--- src/spfps_pkg.sv ---
// ----------------------------------------------------------------------------
// SPI flash page-program sequencer package
// Shared types, codes and helpers for the sequencer core and its step logic.
// ----------------------------------------------------------------------------
`default_nettype none

package spfps_pkg;

  // Input item kinds
  localparam logic [1:0] KIND_START  = 2'd0;
  localparam logic [1:0] KIND_DATA   = 2'd1;
  localparam logic [1:0] KIND_STATUS = 2'd2;

  // Result actions
  localparam logic [1:0] ACT_SEND    = 2'd0;
  localparam logic [1:0] ACT_RELEASE = 2'd1;
  localparam logic [1:0] ACT_DONE    = 2'd2;
  localparam logic [1:0] ACT_FAIL    = 2'd3;

  // Configuration register indexes
  localparam logic [1:0] REG_PAGE_SIZE_LOG2    = 2'd0;
  localparam logic [1:0] REG_PROGRAM_OPCODE    = 2'd1;
  localparam logic [1:0] REG_FOUR_BYTE_ADDRESS = 2'd2;
  localparam logic [1:0] REG_BUSY_POLL_LIMIT   = 2'd3;

  // Flash command bytes
  localparam logic [7:0] CMD_READ_STATUS  = 8'h05;
  localparam logic [7:0] CMD_WRITE_ENABLE = 8'h06;
  localparam logic [7:0] CMD_DUMMY        = 8'h00;

  // Largest supported page, as log2 of bytes
  localparam logic [4:0] PAGE_LOG2_MAX = 5'd16;

  // Reset values of the configuration registers
  localparam logic [4:0]  PAGE_SIZE_LOG2_RST    = 5'd8;
  localparam logic [7:0]  PROGRAM_OPCODE_RST    = 8'h02;
  localparam logic        FOUR_BYTE_ADDRESS_RST = 1'b0;
  localparam logic [15:0] BUSY_POLL_LIMIT_RST   = 16'd1000;

  // Most results one input transaction can cause
  localparam int MAX_RESULTS = 7;
  localparam int CNT_W       = $clog2(MAX_RESULTS + 1);

  typedef enum logic [2:0] {
    PH_IDLE = 3'b001,
    PH_POLL = 3'b010,
    PH_DATA = 3'b100
  } phase_t;

  typedef struct packed {
    logic [1:0] action;
    logic [7:0] tx_byte;
    logic       keep_selected;
    logic       want_reply;
  } result_t;

  typedef struct packed {
    phase_t      phase;
    logic [31:0] flash_address;
    logic [31:0] bytes_remaining;
    logic [16:0] chunk_remaining;
    logic [15:0] poll_count;
  } job_state_t;

  typedef struct packed {
    logic [4:0]  page_size_log2;
    logic [7:0]  program_opcode;
    logic        four_byte_address;
    logic [15:0] busy_poll_limit;
  } cfg_t;

  function automatic result_t mk_send(input logic [7:0] b, input logic keep,
                                      input logic reply);
    result_t r;
    r.action        = ACT_SEND;
    r.tx_byte       = b;
    r.keep_selected = keep;
    r.want_reply    = reply;
    return r;
  endfunction

  function automatic result_t mk_ctrl(input logic [1:0] act);
    result_t r;
    r.action        = act;
    r.tx_byte       = 8'h00;
    r.keep_selected = 1'b0;
    r.want_reply    = 1'b0;
    return r;
  endfunction

endpackage

`default_nettype wire

--- src/spfps_step.sv ---
// ----------------------------------------------------------------------------
// SPI flash page-program sequencer step logic
// Works out the full list of results and the next job state for one input.
// ----------------------------------------------------------------------------
`default_nettype none

module spfps_step (
  input  spfps_pkg::cfg_t                          cfg,
  input  spfps_pkg::job_state_t                    st,
  input  logic [1:0]                               kind,
  input  logic [31:0]                              start_offset,
  input  logic [31:0]                              byte_count,
  input  logic [7:0]                               payload_byte,
  output spfps_pkg::result_t [spfps_pkg::MAX_RESULTS-1:0] res,
  output logic [spfps_pkg::CNT_W-1:0]              res_count,
  output spfps_pkg::job_state_t                    st_nxt
);
  import spfps_pkg::*;

  logic [4:0]  lg;
  logic [16:0] page_bytes;
  logic [16:0] room;
  logic        last_of_chunk;
  logic [31:0] a;

  always_comb begin
    lg            = (cfg.page_size_log2 > PAGE_LOG2_MAX) ? PAGE_LOG2_MAX
                                                         : cfg.page_size_log2;
    page_bytes    = 17'(1) << lg;
    room          = page_bytes - (st.flash_address[16:0] & (page_bytes - 17'd1));
    last_of_chunk = (st.chunk_remaining <= 17'd1);
    a             = st.flash_address;
  end

  always_comb begin
    res       = '0;
    res_count = '0;
    st_nxt    = st;
    unique case (kind)
      KIND_START: begin
        if (st.phase == PH_IDLE) begin
          res[0]                 = mk_send(CMD_READ_STATUS, 1'b1, 1'b0);
          res[1]                 = mk_send(CMD_DUMMY, 1'b1, 1'b1);
          res_count              = CNT_W'(2);
          st_nxt.flash_address   = start_offset;
          st_nxt.bytes_remaining = byte_count;
          st_nxt.chunk_remaining = '0;
          st_nxt.poll_count      = 16'd1;
          st_nxt.phase           = PH_POLL;
        end
      end
      KIND_DATA: begin
        if (st.phase == PH_DATA) begin
          res[0]                 = mk_send(payload_byte, !last_of_chunk, 1'b0);
          res_count              = CNT_W'(1);
          st_nxt.chunk_remaining = last_of_chunk ? 17'd0 : st.chunk_remaining - 17'd1;
          st_nxt.bytes_remaining = st.bytes_remaining - 32'd1;
          st_nxt.flash_address   = st.flash_address + 32'd1;
          if (last_of_chunk) begin
            // The chunk is complete: chip select drops and the busy poll begins.
            res[1]            = mk_send(CMD_READ_STATUS, 1'b1, 1'b0);
            res[2]            = mk_send(CMD_DUMMY, 1'b1, 1'b1);
            res_count         = CNT_W'(3);
            st_nxt.poll_count = 16'd1;
            st_nxt.phase      = PH_POLL;
          end
        end
      end
      KIND_STATUS: begin
        if (st.phase == PH_POLL) begin
          if (!payload_byte[0]) begin
            res[0] = mk_ctrl(ACT_RELEASE);
            if (st.bytes_remaining == 32'd0) begin
              res[1]       = mk_ctrl(ACT_DONE);
              res_count    = CNT_W'(2);
              st_nxt.phase = PH_IDLE;
            end else begin
              st_nxt.chunk_remaining = (st.bytes_remaining < {15'd0, room})
                                       ? st.bytes_remaining[16:0] : room;
              res[1] = mk_send(CMD_WRITE_ENABLE, 1'b0, 1'b0);
              res[2] = mk_send(cfg.program_opcode, 1'b1, 1'b0);
              if (cfg.four_byte_address) begin
                res[3]    = mk_send(a[31:24], 1'b1, 1'b0);
                res[4]    = mk_send(a[23:16], 1'b1, 1'b0);
                res[5]    = mk_send(a[15:8], 1'b1, 1'b0);
                res[6]    = mk_send(a[7:0], 1'b1, 1'b0);
                res_count = CNT_W'(7);
              end else begin
                res[3]    = mk_send(a[23:16], 1'b1, 1'b0);
                res[4]    = mk_send(a[15:8], 1'b1, 1'b0);
                res[5]    = mk_send(a[7:0], 1'b1, 1'b0);
                res_count = CNT_W'(6);
              end
              st_nxt.phase = PH_DATA;
            end
          end else if (st.poll_count >= cfg.busy_poll_limit) begin
            res[0]       = mk_ctrl(ACT_RELEASE);
            res[1]       = mk_ctrl(ACT_FAIL);
            res_count    = CNT_W'(2);
            st_nxt.phase = PH_IDLE;
          end else begin
            res[0]            = mk_send(CMD_DUMMY, 1'b1, 1'b1);
            res_count         = CNT_W'(1);
            st_nxt.poll_count = st.poll_count + 16'd1;
          end
        end
      end
      default: begin
        res_count = '0;
      end
    endcase
  end

endmodule

`default_nettype wire

--- src/spi_flash_page_program_sequencer_core.sv ---
// ----------------------------------------------------------------------------
// SPI flash page-program sequencer core
// Turns start, data and status transactions into SPI byte actions for a
// NOR flash page-program job, with busy polling and page-boundary chunking.
// ----------------------------------------------------------------------------
//
//  Channel | Direction | Handshake          | Carries
//  --------+-----------+--------------------+-------------------------------
//  in_     | input     | in_valid/in_stall  | kind, offset, count, byte
//  out_    | output    | out_valid/out_stall| action, byte, select, reply, last
//  cfg_    | input     | cfg_valid/cfg_ready| register index and write data
//
// Each accepted transaction is worked out combinationally and its results, up to
// seven, are loaded into an output shift register that hands out one per cycle
// while out_stall is low. The next transaction is taken in the cycle the last
// result of the previous one leaves. Synchronous, active-low reset idles the job
// and empties the output; an output stall holds the result.
// ----------------------------------------------------------------------------
`default_nettype none

module spi_flash_page_program_sequencer_core (
  input  logic        clk,
  input  logic        rst_n,
  // input transactions
  input  logic        in_valid,
  output logic        in_stall,
  input  logic [1:0]  in_kind,
  input  logic [31:0] in_start_offset,
  input  logic [31:0] in_byte_count,
  input  logic [7:0]  in_payload_byte,
  // result transactions
  output logic        out_valid,
  input  logic        out_stall,
  output logic [1:0]  out_action,
  output logic [7:0]  out_tx_byte,
  output logic        out_keep_selected,
  output logic        out_want_reply,
  output logic        out_last,
  // configuration writes
  input  logic        cfg_valid,
  output logic        cfg_ready,
  input  logic [1:0]  cfg_index,
  input  logic [15:0] cfg_data
);
  import spfps_pkg::*;

  // Configuration registers: user writes only while the job is idle; not enforced.
  cfg_t cfg_r;

  // Job state.
  job_state_t st_r;
  job_state_t st_nxt;

  // Output shift register: entry 0 is the result on offer.
  result_t [MAX_RESULTS-1:0] res_q_r;
  logic [CNT_W-1:0]          res_cnt_r;
  logic [CNT_W-1:0]          res_cnt_nxt;

  result_t [MAX_RESULTS-1:0] step_res;
  logic [CNT_W-1:0]          step_count;

  logic in_accept;
  logic out_pop;

  assign cfg_ready = 1'b1;

  always_ff @(posedge clk) begin
    if (!rst_n) begin
      cfg_r.page_size_log2    <= PAGE_SIZE_LOG2_RST;
      cfg_r.program_opcode    <= PROGRAM_OPCODE_RST;
      cfg_r.four_byte_address <= FOUR_BYTE_ADDRESS_RST;
      cfg_r.busy_poll_limit   <= BUSY_POLL_LIMIT_RST;
    end else if (cfg_valid && cfg_ready) begin
      unique case (cfg_index)
        REG_PAGE_SIZE_LOG2:    cfg_r.page_size_log2    <= cfg_data[4:0];
        REG_PROGRAM_OPCODE:    cfg_r.program_opcode    <= cfg_data[7:0];
        REG_FOUR_BYTE_ADDRESS: cfg_r.four_byte_address <= cfg_data[0];
        REG_BUSY_POLL_LIMIT:   cfg_r.busy_poll_limit   <= cfg_data;
        default: begin
        end
      endcase
    end
  end

  // The sequencing decisions for one transaction.
  spfps_step u_step (
    .cfg          (cfg_r),
    .st           (st_r),
    .kind         (in_kind),
    .start_offset (in_start_offset),
    .byte_count   (in_byte_count),
    .payload_byte (in_payload_byte),
    .res          (step_res),
    .res_count    (step_count),
    .st_nxt       (st_nxt)
  );

  // A new transaction may enter once the output register is empty, or in
  // the cycle its final entry is being taken.
  assign out_valid = (res_cnt_r != '0);
  assign out_pop   = out_valid && !out_stall;
  assign in_stall  = (res_cnt_r > CNT_W'(1)) || ((res_cnt_r == CNT_W'(1)) && out_stall);
  assign in_accept = in_valid && !in_stall;

  always_comb begin
    res_cnt_nxt = res_cnt_r;
    if (in_accept) begin
      res_cnt_nxt = step_count;
    end else if (out_pop) begin
      res_cnt_nxt = res_cnt_r - CNT_W'(1);
    end
  end

  always_ff @(posedge clk) begin
    if (!rst_n) begin
      res_cnt_r                <= '0;
      st_r.phase               <= PH_IDLE;
      st_r.flash_address       <= '0;
      st_r.bytes_remaining     <= '0;
      st_r.chunk_remaining     <= '0;
      st_r.poll_count          <= '0;
    end else begin
      res_cnt_r <= res_cnt_nxt;
      if (in_accept) begin
        st_r <= st_nxt;
      end
    end
  end

  // Result payload needs no reset.
  always_ff @(posedge clk) begin
    if (in_accept) begin
      res_q_r <= step_res;
    end else if (out_pop) begin
      for (int i = 0; i < MAX_RESULTS - 1; i++) begin
        res_q_r[i] <= res_q_r[i+1];
      end
    end
  end

  assign out_action        = res_q_r[0].action;
  assign out_tx_byte       = res_q_r[0].tx_byte;
  assign out_keep_selected = res_q_r[0].keep_selected;
  assign out_want_reply    = res_q_r[0].want_reply;
  // The final entry of a group is the last result of its transaction.
  assign out_last          = (res_cnt_r == CNT_W'(1));

endmodule

`default_nettype wire

--- config.mk ---
export PLATFORM = sky130hd
export DESIGN_NAME = spi_flash_page_program_sequencer_core
export DESIGN_NICKNAME = d
export VERILOG_FILES = /design/src/spfps_pkg.sv /design/src/spfps_step.sv /design/src/spi_flash_page_program_sequencer_core.sv
export SDC_FILE = /design/constraint.sdc
export NUM_CORES = 1
export LEC_CHECK = 0
export ABC_AREA = 0
export BUFFER_PORTS_ARGS = -buffer_cell sky130_fd_sc_hd__buf_4
export CAP_MARGIN = 20
export CORE_ASPECT_RATIO = 1.2
export CORE_MARGIN = 1
export CORE_UTILIZATION = 28
export DETAILED_ROUTE_END_ITERATION = 10
export PLACE_DENSITY = 0.43
export SYNTH_ARGS = -nofsm -noshare
export SYNTH_HDL_FRONTEND = slang
export SYNTH_HIERARCHICAL = 1
export SYNTH_SLANG_ARGS = --single-unit
--- constraint.sdc ---
create_clock -name clk -period 6.02 [get_ports clk]
set_input_delay 0.301 -clock clk [delete_from_list [all_inputs] [get_ports clk]]
set_output_delay 0.301 -clock clk [all_outputs]
set_load 0.05 [all_outputs]
==> key figures <==
Run status
  • Status: finished with violations
  • Failing checks: design-rule violations

Setup path
  • R2r startpoint: cfg_r[25]
  • Peak fanout along the critical path: 9
  • CP required: 6440 ps
  • Critical path arrival: 5630 ps
  • Setup CP Type: register to register
  • R2R depth: 23
  • CP endpoint kind: register
  • Critical path startpoint: cfg_r[25]
  • Worst setup endpoint: st_r[20]
  • Internal reg-to-reg setup slack: 810 ps
  • FF-to-FF End: st_r[20]
  • Startpoint types: register

Pwr
  • Power, Total: 7000 uW
  • Peak VDD IR: 0.245 mV
  • P_leak: 0.00747 uW
  • Pwr dens: 380 mW/mm2

Detailed routing
  • Final WL: 52.1 mm
  • Residual DRC count: 9
  • Routed Antenna Nets: 0
  • Post-DR vias/cell: 5.12
  • Router iterations before antenna repair: 8
  • Via count: 13800
  • Wirelength per Cell: 19.3 um
  • DRT iter0 DRCs: 979

Clock tree
  • Clk slew on worst S/H paths: 70 ps
  • H-tree depth: 1
  • Worst-skew pair later-pin latency: 590 ps
  • Clk buf depth: 3
  • Clk sinks: 217
  • Root buffer cell: clkbuf_16
  • TritonCTS clock tree: done
  • Total CTS buffers: 28
  • Setup Buffers After CTS: 0

Timing
  • Max Freq: 0.192 GHz
  • Fin Setup TNS: 0 ps
  • Worst rel slew slack: 0.301
  • Min cycle time layout: 5210 ps
  • Least-Margin Pin Slew: 1050 ps
  • Final hold slack: 86.9 ps
  • Final Setup Violations: 0
  • Final Hold Viols: 0
  • Layout Skew: 28.1 ps
  • Final slew viol count: 0
  • Worst setup margin: 806 ps
  • Unrepaired setup endpoints after global routing: no
  • Final cycle utilization of the critical path: 0.866

Cells and area
  • Diode count: 0
  • Proportion of layout cells with a drive suffix above 1: 0.157
  • Filler cells: 5990
  • Area grow syn2layout: 14.4%
  • Layout net count: 2098
  • Fin cells: 2700

Placed design
  • Place WS: 910 ps
  • Placed insts: 2633
  • DP HPWL: 36.4 mm
  • Port bufs: 111
  • RD Place Congestion: 0.808

Global route
  • GR Overflow Total: 0
  • Gr usage total: 0.174
  • Largest net degree at the start of global routing: 82
  • Busiest layer in global routing: met2
  • Met1 Resource Use GR: 0.226
  • GR Layer Usage met2: 0.303
  • M3 GR Usage: 0.0160
  • Initial antenna violation count: 0
  • Vias in the first global route: 13500
  • Global-route wire length before repair: 80.1 mm

Yosys
  • Top FF cell, synth: dfxtp_1
  • Post-synth ARST share: 0
  • Post-synthesis cell area: 0.0161 mm2
  • Syn Area/Cell: 8.42 um2
  • Number of flops mapped to enable cells by yosys: 84
  • Synth Instances: 1912
  • Distinct cell type count after synthesis: 86
  • Seq cells post-synth: 217
  • Seq/Total Area, Yosys: 0.322
  • Ys Warns: 6

Job
  • Max_cap viols: 0

Die
  • Core Region: 0.0563 mm2
  • Die X-Extent: 221 um
  • Initial Utilization: 0.286
  • Site Rows: 95
  • Top-level port count: 113
  • Die Height: 265 um
  • Die Area: 0.0584 mm2

Min path
  • Hold WC Path Type: input pin to register
## routing by layer
| layer | up-vias | part of all wire |
|---|---|---|
| li1 | 6789 | - |
| met1 | 6731 | 0.46 |
| met2 | 260 | 0.49 |
| met3 | 56 | 0.033 |
| met4 | 0 | 0.024 |
| met5 | - | 0 |
## layout make-up
class                           count  area (um2)  share of cell area
Clock inverter                     18         199              0.0108
Clock buffer                       33         739              0.0402
Tap cell                          727         910              0.0494
Timing Repair Buffer              164        1270              0.0692
Inverter                           65         249              0.0135
Multi-Input combinational cell   1476        9850               0.535
Sequential cell                   217        5190               0.282
## where the power goes
group	leakage, uW	total, uW	internal [uW]	switching [uW]
logic	0.00512	2940	1210	1720
registers	0.00190	2330	2090	236
clock network	0.000456	1740	1010	729
## worst min path at each step
stage                      from  slack [ps]  cells past startpoint         to
floorplan           cfg_data[3]         430                      2   cfg_r[3]
global placement      cfg_r[18]         450                      2  cfg_r[18]
detailed placement     cfg_r[2]         450                      2   cfg_r[2]
CTS                    in_valid          50                      3   st_r[97]
global route           in_valid          80                      3   st_r[97]
finish                    rst_n          90                      2  cfg_r[18]
## critical path: stages, from the launching register on
cell and delay (ps):
dfxtp_1 500, nor2b_1 230, nand2_1 80, ha_1 340
nand2b_1 230, a31oi_1 220, a211oi_1 140, a222oi_1 340
o31ai_1 140, buf_4 170, a21oi_1 240, o21ai_1 170
xnor2_1 160, ha_1 290, a21o_1 160, a2111oi_0 400
o21ai_0 140, o21bai_1 240, buf_4 200, nor2_1 80
a21oi_1 80, a221o_1 380, nand2_1 60, mux2i_1 70
## what timing repair did
item	4_1_cts	5_1_grt
endpoints found under the hold margin	24	0
hold buffers	16	0
resized for setup	0	0
## through the flow
step                 util  area (um2)
finish              0.327       18400
floorplan               -       16200
CTS                 0.327       18400
global placement    0.307       17300
global route        0.327       18400
detailed placement  0.307       17300
## cell families after synthesis
family                     synth area share
AOI/OAI and AO/OA                     0.147
xor gates and xnor gates             0.0408
adders and majority gates            0.0381
buffers and inverters                0.0728
DFF                                   0.322
muxes                                 0.155
other                              0.000467
and+or+nand+nor                       0.223
## sequential cells by signal, indices dropped and copies added (netlist names)
| register | count |
|---|---|
| out_tx_byte | 8 |
| st_r | 100 |
| out_keep_selected | 1 |
| out_action | 2 |
| out_want_reply | 1 |
| res_q_r | 72 |
| cfg_r | 30 |
| res_cnt_r | 3 |
## cell usage after synthesis (all sizes together), types with 40 or more instances
| cell | count | area, um2 |
|---|---|---|
| nor2 | 110 | 415 |
| inv | 64 | 240 |
| nand3 | 50 | 250 |
| ha | 49 | 613 |
| a21oi | 49 | 245 |
| a221o | 49 | 492 |
| nand2 | 435 | 1640 |
| a21boi | 52 | 390 |
| mux2 | 77 | 1040 |
| dfxtp | 133 | 2660 |
| clkbuf | 101 | 379 |
| mux2i | 145 | 1450 |
| o21ai | 64 | 335 |
| xnor2 | 40 | 350 |
| buf | 72 | 548 |
| edfxtp | 84 | 2520 |
## layout by cell type, fill, tap and decap left out, types with 21 or more instances in the layout
cell type  netlist  final
nand2_1        433    433
buf_4           35    147
mux2i_1        145    145
dfxtp_1        133    132
nor2_1         109    108
edfxtp_1        84     84
inv_1           61     61
o21ai_0         59     58
a21boi_0        51     51
nand3_1         50     50
a21oi_1         49     49
a221o_1         48     48
mux2_4          47     47
ha_1            49     47
xnor2_1         40     40
and3_1          35     35
xor2_1          35     35
mux2_2          30     30
nor3_1          28     28
clkbuf_16        0     28
o211ai_1        21     21
conb_1           2     21
Power figures use the tool's default switching activity.
